$ cat src/lcs_pkg.sv
// Shared definitions for the LCS length engine: request function codes and
// the width and ceiling of the reported length. No dependencies.
`default_nettype none

package lcs_pkg;

  localparam int FUNC_W = 2;
  localparam int LEN_W  = 7;

  localparam logic [FUNC_W-1:0] FUNC_FIRST   = 2'd0;
  localparam logic [FUNC_W-1:0] FUNC_SECOND  = 2'd1;
  localparam logic [FUNC_W-1:0] FUNC_COMPUTE = 2'd2;

  // Largest length the result port can show; longer results saturate.
  localparam logic [LEN_W-1:0] LEN_SAT = '1;

endpackage

`default_nettype wire

$ cat src/lcs_mem.sv
// Simple dual-port memory, one write port and one registered read port.
// Used for both strings and for the table row. No dependencies.
`default_nettype none

module lcs_mem #(
  parameter int DW    = 8,
  parameter int DEPTH = 64,
  parameter int AW    = 6
) (
  input  wire logic          clk,
  input  wire logic          we,
  input  wire logic [AW-1:0] waddr,
  input  wire logic [DW-1:0] wdata,
  input  wire logic          re,
  input  wire logic [AW-1:0] raddr,
  output logic      [DW-1:0] rdata
);

  logic [DW-1:0] mem [DEPTH];

  always_ff @(posedge clk) begin
    if (we) begin
      mem[waddr] <= wdata;
    end
  end

  always_ff @(posedge clk) begin
    if (re) begin
      rdata <= mem[raddr];
    end
  end

endmodule

`default_nettype wire

$ cat src/lcs_cell.sv
// Shared table-cell unit: symbol compare, diagonal increment and three-way
// maximum. Purely combinational; no dependencies.
`default_nettype none

module lcs_cell #(
  parameter int SW = 8,
  parameter int CW = 7
) (
  input  wire logic [SW-1:0] a,
  input  wire logic [SW-1:0] b,
  input  wire logic [CW-1:0] diag,
  input  wire logic [CW-1:0] left,
  input  wire logic [CW-1:0] up,
  output logic      [CW-1:0] value
);

  logic [CW-1:0] max_lu;
  logic [CW-1:0] max_all;

  always_comb begin
    max_lu  = (left > up) ? left : up;
    max_all = (max_lu > diag) ? max_lu : diag;
    if (a == b) begin
      value = CW'(diag + 1'b1);
    end else begin
      value = max_all;
    end
  end

endmodule

`default_nettype wire

$ cat src/lcs_length_dp.sv
// Top level of the LCS length engine: request decode, table-walk sequencer
// and result register. Depends on lcs_pkg, lcs_mem and lcs_cell.
`default_nettype none

// This block computes the length of the longest common subsequence of two
// strings that are loaded one character per request. A request is taken
// when start is high and busy is low. Function FIRST or SECOND appends the
// symbol to that string without raising busy, so appends may follow each
// other every cycle; a string that already holds MAX_LEN characters drops
// the symbol and sets the overflow flag. Function COMPUTE walks the dynamic
// programming table row by row through one shared cell unit, keeping a
// single table row in memory. Each row first fetches its character of the
// first string; each cell then takes a registered read of the second
// string and the row, then the update and write back. done is registered
// from the update of the last cell and rises as busy falls. If either
// string is empty the result comes in the cycle after the request. done
// is high for exactly one cycle with lcs_length and overflow valid; the
// receiver cannot stall it, so capture the result on that cycle. The
// compute also empties both strings and clears the overflow flag. Unused
// function code 3 is accepted and does nothing.
module lcs_length_dp #(
  parameter int MAX_LEN     = 64,
  parameter int SYMBOL_BITS = 8
) (
  input  wire logic                       clk,
  input  wire logic                       rst,
  input  wire logic                       start,
  output logic                            busy,
  input  wire logic [lcs_pkg::FUNC_W-1:0] func,
  input  wire logic [7:0]                 symbol,
  output logic                            done,
  output logic      [lcs_pkg::LEN_W-1:0]  lcs_length,
  output logic                            overflow
);

  import lcs_pkg::*;

  // Stored symbol width: the port carries eight bits at most.
  localparam int SW = (SYMBOL_BITS < 8) ? SYMBOL_BITS : 8;
  // Counts and table values run from 0 to MAX_LEN.
  localparam int CW = $clog2(MAX_LEN + 1);
  localparam int IW = (MAX_LEN > 1) ? $clog2(MAX_LEN) : 1;

  localparam logic [1:0] ST_IDLE    = 2'd0;
  localparam logic [1:0] ST_ROW     = 2'd1;
  localparam logic [1:0] ST_CELL_RD = 2'd2;
  localparam logic [1:0] ST_CELL_EX = 2'd3;

  logic [1:0]    state;
  logic [CW-1:0] first_count;
  logic [CW-1:0] second_count;
  logic          dropped_flag;
  logic [CW-1:0] i_cnt;
  logic [CW-1:0] j_cnt;
  logic [CW-1:0] diag;
  logic [CW-1:0] left;

  logic          accept;
  logic          first_full;
  logic          second_full;
  logic          either_empty;
  logic          last_col;
  logic          last_row;
  logic          emit;
  logic [LEN_W-1:0] emit_len;

  logic [SW-1:0] sym_masked;
  logic [SW-1:0] first_q;
  logic [SW-1:0] second_q;
  logic [CW-1:0] row_q;
  logic [CW-1:0] up;
  logic [CW-1:0] cell_value;
  logic [CW+LEN_W-1:0] value_ext;

  assign busy         = (state != ST_IDLE);
  assign accept       = start && !busy;
  assign sym_masked   = symbol[SW-1:0];
  assign first_full   = (first_count == CW'(MAX_LEN));
  assign second_full  = (second_count == CW'(MAX_LEN));
  assign either_empty = (first_count == '0) || (second_count == '0);
  assign last_col     = (CW'(j_cnt + 1'b1) == second_count);
  assign last_row     = (CW'(i_cnt + 1'b1) == first_count);

  // The first row has no row above it; its upper cells are zero. This
  // stands in for clearing the stored row before the walk.
  assign up = (i_cnt == '0) ? '0 : row_q;

  lcs_mem #(.DW(SW), .DEPTH(MAX_LEN), .AW(IW)) u_first_mem (
    .clk   (clk),
    .we    (accept && (func == FUNC_FIRST) && !first_full),
    .waddr (first_count[IW-1:0]),
    .wdata (sym_masked),
    .re    (state == ST_ROW),
    .raddr (i_cnt[IW-1:0]),
    .rdata (first_q)
  );

  lcs_mem #(.DW(SW), .DEPTH(MAX_LEN), .AW(IW)) u_second_mem (
    .clk   (clk),
    .we    (accept && (func == FUNC_SECOND) && !second_full),
    .waddr (second_count[IW-1:0]),
    .wdata (sym_masked),
    .re    (state == ST_CELL_RD),
    .raddr (j_cnt[IW-1:0]),
    .rdata (second_q)
  );

  lcs_mem #(.DW(CW), .DEPTH(MAX_LEN), .AW(IW)) u_row_mem (
    .clk   (clk),
    .we    (state == ST_CELL_EX),
    .waddr (j_cnt[IW-1:0]),
    .wdata (cell_value),
    .re    (state == ST_CELL_RD),
    .raddr (j_cnt[IW-1:0]),
    .rdata (row_q)
  );

  lcs_cell #(.SW(SW), .CW(CW)) u_cell (
    .a     (first_q),
    .b     (second_q),
    .diag  (diag),
    .left  (left),
    .up    (up),
    .value (cell_value)
  );

  // A result goes out either straight from an empty compute request or
  // after the last cell of the last row. Lengths beyond the port saturate.
  assign value_ext = {{LEN_W{1'b0}}, cell_value};

  always_comb begin
    emit     = 1'b0;
    emit_len = '0;
    if (state == ST_IDLE) begin
      emit = accept && (func == FUNC_COMPUTE) && either_empty;
    end else if (state == ST_CELL_EX) begin
      emit = last_col && last_row;
      if (value_ext > {{CW{1'b0}}, LEN_SAT}) begin
        emit_len = LEN_SAT;
      end else begin
        emit_len = value_ext[LEN_W-1:0];
      end
    end
  end

  always_ff @(posedge clk) begin
    if (rst) begin
      state        <= ST_IDLE;
      first_count  <= '0;
      second_count <= '0;
      dropped_flag <= 1'b0;
      done         <= 1'b0;
    end else begin
      done <= emit;
      if (emit) begin
        first_count  <= '0;
        second_count <= '0;
        dropped_flag <= 1'b0;
      end
      case (state)
        ST_IDLE: begin
          if (accept) begin
            case (func)
              FUNC_FIRST: begin
                if (first_full) begin
                  dropped_flag <= 1'b1;
                end else begin
                  first_count <= CW'(first_count + 1'b1);
                end
              end
              FUNC_SECOND: begin
                if (second_full) begin
                  dropped_flag <= 1'b1;
                end else begin
                  second_count <= CW'(second_count + 1'b1);
                end
              end
              FUNC_COMPUTE: begin
                if (!either_empty) begin
                  state <= ST_ROW;
                end
              end
              default: begin
              end
            endcase
          end
        end
        ST_ROW: begin
          state <= ST_CELL_RD;
        end
        ST_CELL_RD: begin
          state <= ST_CELL_EX;
        end
        ST_CELL_EX: begin
          if (!last_col) begin
            state <= ST_CELL_RD;
          end else if (!last_row) begin
            state <= ST_ROW;
          end else begin
            state <= ST_IDLE;
          end
        end
        default: begin
          state <= ST_IDLE;
        end
      endcase
    end
  end

  // Walk indices and the running diagonal and left values.
  always_ff @(posedge clk) begin
    case (state)
      ST_IDLE: begin
        i_cnt <= '0;
      end
      ST_ROW: begin
        j_cnt <= '0;
        diag  <= '0;
        left  <= '0;
      end
      ST_CELL_EX: begin
        diag <= up;
        left <= cell_value;
        if (!last_col) begin
          j_cnt <= CW'(j_cnt + 1'b1);
        end else begin
          i_cnt <= CW'(i_cnt + 1'b1);
        end
      end
      default: begin
      end
    endcase
  end

  always_ff @(posedge clk) begin
    if (emit) begin
      lcs_length <= emit_len;
      overflow   <= dropped_flag;
    end
  end

`ifndef SYNTHESIS
  a_done_idle: assert property (@(posedge clk) disable iff (rst)
    done |-> !busy)
    else $error("result strobe while the walk is still running");

  a_done_cleared: assert property (@(posedge clk) disable iff (rst)
    done |-> (first_count == '0) && (second_count == '0) && !dropped_flag)
    else $error("strings or overflow flag not cleared with the result");

  a_count_bound: assert property (@(posedge clk) disable iff (rst)
    (first_count <= CW'(MAX_LEN)) && (second_count <= CW'(MAX_LEN)))
    else $error("string count beyond capacity");

  a_walk_in_range: assert property (@(posedge clk) disable iff (rst)
    (state == ST_CELL_EX) |-> (j_cnt < second_count) && (i_cnt < first_count))
    else $error("table walk index outside the loaded strings");

  a_compute_starts: assert property (@(posedge clk) disable iff (rst)
    (accept && (func == FUNC_COMPUTE) && !either_empty) |=> busy && !done)
    else $error("compute request on loaded strings did not start the walk");
`endif

endmodule

`default_nettype wire

$ cat config.mk
export PLATFORM = sky130hd
export DESIGN_NAME = lcs_length_dp
export DESIGN_NICKNAME = d
export VERILOG_FILES = /design/src/lcs_pkg.sv /design/src/lcs_mem.sv /design/src/lcs_cell.sv /design/src/lcs_length_dp.sv
export SDC_FILE = /design/constraint.sdc
export NUM_CORES = 2
export LEC_CHECK = 0
export ABC_CLOCK_PERIOD_IN_PS = 10250
export BUFFER_PORTS_ARGS = -buffer_cell sky130_fd_sc_hd__clkbuf_2
export CAP_MARGIN = 20
export CORE_ASPECT_RATIO = 1.75
export CORE_MARGIN = 2
export CORE_UTILIZATION = 34
export CTS_BUF_LIST = sky130_fd_sc_hd__clkbuf_16
export CTS_CLUSTER_DIAMETER = 150
export DETAILED_ROUTE_END_ITERATION = 10
export GPL_TIMING_DRIVEN = 0
export PLACE_DENSITY = 0.48
export SYNTH_ARGS = -nofsm -noshare
export SYNTH_HDL_FRONTEND = slang
export SYNTH_HIERARCHICAL = 1
export SYNTH_SLANG_ARGS = --single-unit
$ cat constraint.sdc
create_clock -name clk -period 10.25 [get_ports clk]
set_input_delay 0.5125 -clock clk [delete_from_list [all_inputs] [get_ports clk]]
set_output_delay 0.5125 -clock clk [all_outputs]
set_load 0.03 [all_outputs]
==> flow_metrics.env <==
export IMPL_power_frac_seq_pct=50.5
export IMPL_drc_errors=0
export IMPL_grt_ovfl_total=0
export IMPL_max_slew_margin_pct=20.2
export IMPL_cts_resized=0
export IMPL_syn_area_sq_mm=0.0619
export IMPL_grt_pass1_vias=32585
export IMPL_finalSetupViolCount=0
export IMPL_synth_seq_cells=1549
export IMPL_clockRootBuffer="clkbuf_16"
export IMPL_pwr_share_comb_pct=12.1
export IMPL_n_fill_cell=16519
export IMPL_rsz0062_at_grt="false"
export IMPL_first_iter_violations=2621
export IMPL_crit_path_cell_trace="nor4_1 -> nand3b_1 -> clkbuf_1 -> and2_1 -> inv_1 -> ha_1 -> a21oi_1 -> o21ai_2 -> o21bai_4 -> mux2i_1 -> inv_1 -> ha_1 -> nand4_1 -> a21oi_1 -> nor3_2 -> o21ai_0 -> o21ai_0 -> a221oi_4 -> buf_8 -> and3_1"
export IMPL_slowest_delay_ps=740
export IMPL_finalHoldViolations=0
export IMPL_clk_insertion_delay_late_ps=810
export IMPL_grt_pass1_wl_microns=245000
export IMPL_cts_sinks=1549
export IMPL_start_kind="flop"
export IMPL_yosys_cell_types_count=76
export IMPL_cp_startpoint="i_cnt[4]"
export IMPL_worst_setup_path_end_kind="flop"
export IMPL_num_rows=207
export IMPL_crit_end="lcs_length[4]"
export IMPL_drive_gt1_share_pct=22.8
export IMPL_path_class="flop to flop"
export IMPL_skew_ps=70.5
export IMPL_hold_path_class="input pin to flop"
export IMPL_final_common_cell="edfxtp_1"
export IMPL_netlist_area_leader_share_pct=74.2
export IMPL_power_share_clock_pct=37.4
export IMPL_io_buffer_count=22
export IMPL_drt_first_pass_iters=5
export IMPL_swShare_pct=24.4
export IMPL_viasPerCell=5.33
export IMPL_worst_path_max_fanout=22
export IMPL_syn_nets=3137
export IMPL_netlist_instances=3102
export IMPL_crit_slowest_cell="edfxtp_1"
export IMPL_synth_area_leader_cell="edfxtp_1"
export IMPL_clkSlewWorstSetupHoldPaths_ps=60
export IMPL_synth_area_leaders="edfxtp_1 (74%), mux4_2 (13%), nor2_1 (1.6%), mux2i_1 (1.0%), dfxtp_1 (0.58%)"
export IMPL_rr_worst_depth=20
export IMPL_area_growth_pct=13.8
export IMPL_yosysWarnings=6
export IMPL_antenna_found_initial=8
export IMPL_synthArstFlopShare_pct=0
export IMPL_power_leakage_nw=21.7
export IMPL_max_freq_mhz=162
export IMPL_postRouteAntennaNets=0
export IMPL_cts_tree="yes"
export IMPL_status="finished clean"
export IMPL_cts_buffers=154
export IMPL_cts_path_max_buffers=4
export IMPL_critPathRequiredTime_ps=10910
export IMPL_syn_avg_cell_area_sq_um=20.0
export IMPL_totalWireLength_microns=173000
export IMPL_grt_max_degree=129
export IMPL_coreArea_sq_mm=0.181
export IMPL_arrival_ps=6830
export IMPL_ys_flop_type="edfxtp_1"
export IMPL_ys_seq_area_share_pct=74.8
export IMPL_die_h_microns=569
export IMPL_p_sw_mw=3.57
export IMPL_final_nets=3345
export IMPL_reg2reg_to="lcs_length[4]"
export IMPL_r2r_start="i_cnt[4]"
export IMPL_p_per_area_mw_per_mm2=207
export IMPL_ios=23
export IMPL_grt_use_total_pct=18.5
export IMPL_htreeDepth=4
export IMPL_slew_viol_final=0
export IMPL_internal_power_mw=11.0
export IMPL_cap_viol_max_count=0
export IMPL_fin_crit_ps=6170
export IMPL_vias=30973
export IMPL_routabilityCongestion=0.861
export IMPL_dp_hpwl_microns=117000
export IMPL_post_route_period_util_pct=60.2
export IMPL_setup_tns_ps=0
export IMPL_post_drt_wl_per_cell_microns=29.8
export IMPL_peakVddDrop_mv=0.126
export IMPL_die_area_sq_mm=0.186
export IMPL_final_cell_mix="edfxtp_1 (1531), mux4_2 (364), nor2_1 (263)"
export IMPL_worst_pin_slew_ps=1170
export IMPL_die_w_microns=327
export IMPL_initial_utilization_pct=34.2
export IMPL_synth_edff_count=1531
export IMPL_fin_util_pct=38.9
export IMPL_ff2ff_setup_slack_ps=4080
-- power groups by stage --
stage | sequential (mW) | combinational [mW] | clock [mW]
floorplan | 7.53 | 0.909 | 0
global placement | 7.61 | 1.61 | 0
detailed placement | 7.52 | 1.81 | 0
CTS | 7.38 | 1.81 | 5.61
global route | 7.38 | 1.88 | 5.81
finish | 7.38 | 1.77 | 5.47
-- cell families (layout without fill, tap and decap cells) --
kind of cell    count (synthesis)  after routing  synth area share [%]
mux                           459            459                  14.8
simple gates                  602            602                  4.76
compound gates                240            240                  2.82
xor+xnor                       34             34                 0.527
fa+ha+maj                      22             22                 0.445
other cells                     0              2                     0
flops                        1549           1549                  74.8
buf+inv                       196            505                  1.78
-- routing by layer --
metal	track usage [%]	share of wire, %	vias up	wire length [microns]
met5	0	0.011	-	19
met4	7.08	3.9	4	6740
met3	2.25	3.8	291	6550
met2	36.1	57	783	98500
met1	20.2	35	16663	61400
li1	-	-	13232	-
-- synth_stat cells (5+ instances only) --
| master | n |
|---|---|
| a211oi_1 | 13 |
| a21oi_1 | 22 |
| a221oi_1 | 13 |
| a22oi_1 | 14 |
| a31oi_1 | 8 |
| and2_1 | 10 |
| and3_1 | 33 |
| and3b_1 | 5 |
| buf_1 | 8 |
| buf_2 | 41 |
| buf_4 | 31 |
| buf_6 | 16 |
| clkbuf_1 | 62 |
| dfxtp_1 | 18 |
| edfxtp_1 | 1531 |
| ha_1 | 22 |
| inv_1 | 29 |
| mux2_2 | 31 |
| mux2i_1 | 63 |
| mux4_2 | 364 |
| nand2_1 | 61 |
| nand2b_1 | 20 |
| nand3_1 | 57 |
| nand3b_1 | 13 |
| nand4_1 | 21 |
| nor2_1 | 264 |
| nor2b_1 | 38 |
| nor3_1 | 33 |
| nor3b_1 | 7 |
| nor4_1 | 13 |
| o2111ai_1 | 6 |
| o21a_1 | 8 |
| o21ai_0 | 23 |
| o21ai_1 | 17 |
| o221a_2 | 5 |
| o221ai_1 | 27 |
| o22ai_1 | 30 |
| o2bb2ai_1 | 6 |
| o31ai_1 | 10 |
| o32ai_1 | 8 |
| or2_2 | 6 |
| or3_1 | 6 |
| xnor2_1 | 12 |
| xor2_1 | 20 |
-- worst max-delay path, delay by kind of cell, from the launching register on --
| kind | cells | cell delay (ps) |
|---|---|---|
| multiplexers | 1 | 380 |
| buffers and inverters | 4 | 740 |
| flip-flops | 1 | 740 |
| AO/OA/AOI/OAI | 7 | 2140 |
| AND/OR/NAND/NOR | 6 | 1440 |
| adder cells (fa/ha/maj) | 2 | 580 |
-- cell type report --
class	instances	area (sq um)	area share (%)
flip-flops and latches	1549	46300	65.8
multi-input cells	1357	14600	20.7
clock buffers	160	4000	5.68
well taps	2403	3010	4.27
plain buffers	164	981	1.39
clock inverters	97	751	1.07
repair buffers	52	709	1.01
inverters	32	120	0.170
diodes	2	5.00	0.00710
-- worst min-delay path by stage --
stage                 startpoint                      to  slack, ps  cells past startpoint
global placement    dropped_flag                overflow        420                      0
CTS                    symbol[4]  u_first_mem/mem[41][4]          8                      1
detailed placement  dropped_flag                overflow        420                      0
global route           symbol[4]  u_first_mem/mem[41][4]         40                      1
finish                 symbol[4]  u_first_mem/mem[41][4]         60                      1
floorplan           dropped_flag                overflow        410                      0
-- stage by stage --
step | power, mW | worst slack, ps | std cells | hold slack, ps | instance area, sq um
after floorplan | 8.44 | 3070 | 3102 | 408 | 61900
after detailed placement | 9.33 | 4020 | 5556 | 423 | 65700
after global placement | 9.23 | -2680 | 5527 | 420 | 65000
after global routing | 15.1 | 3550 | 5815 | 43.4 | 70500
final | 14.6 | 4080 | 5816 | 55.1 | 70500
after CTS | 14.8 | 4020 | 5814 | 7.57 | 70500
-- sequential cells by signal, indices dropped and copies added (netlist names), 2 cells and up --
signal	cells
u_second_mem/rdata	8
state	2
u_second_mem/mem	512
diag	7
u_first_mem/rdata	8
u_row_mem/mem	448
left	7
u_first_mem/mem	512
first_count	7
j_cnt	7
second_count	7
u_row_mem/rdata	7
lcs_length	7
i_cnt	7
-- what timing repair did --
action / 4_1_cts / 5_1_grt
hold endpoints to repair: 4 / 0
hold buffers: 1 / 0
setup buffers: 0 / 0
Note: power is estimated with default switching activity, not from simulation.
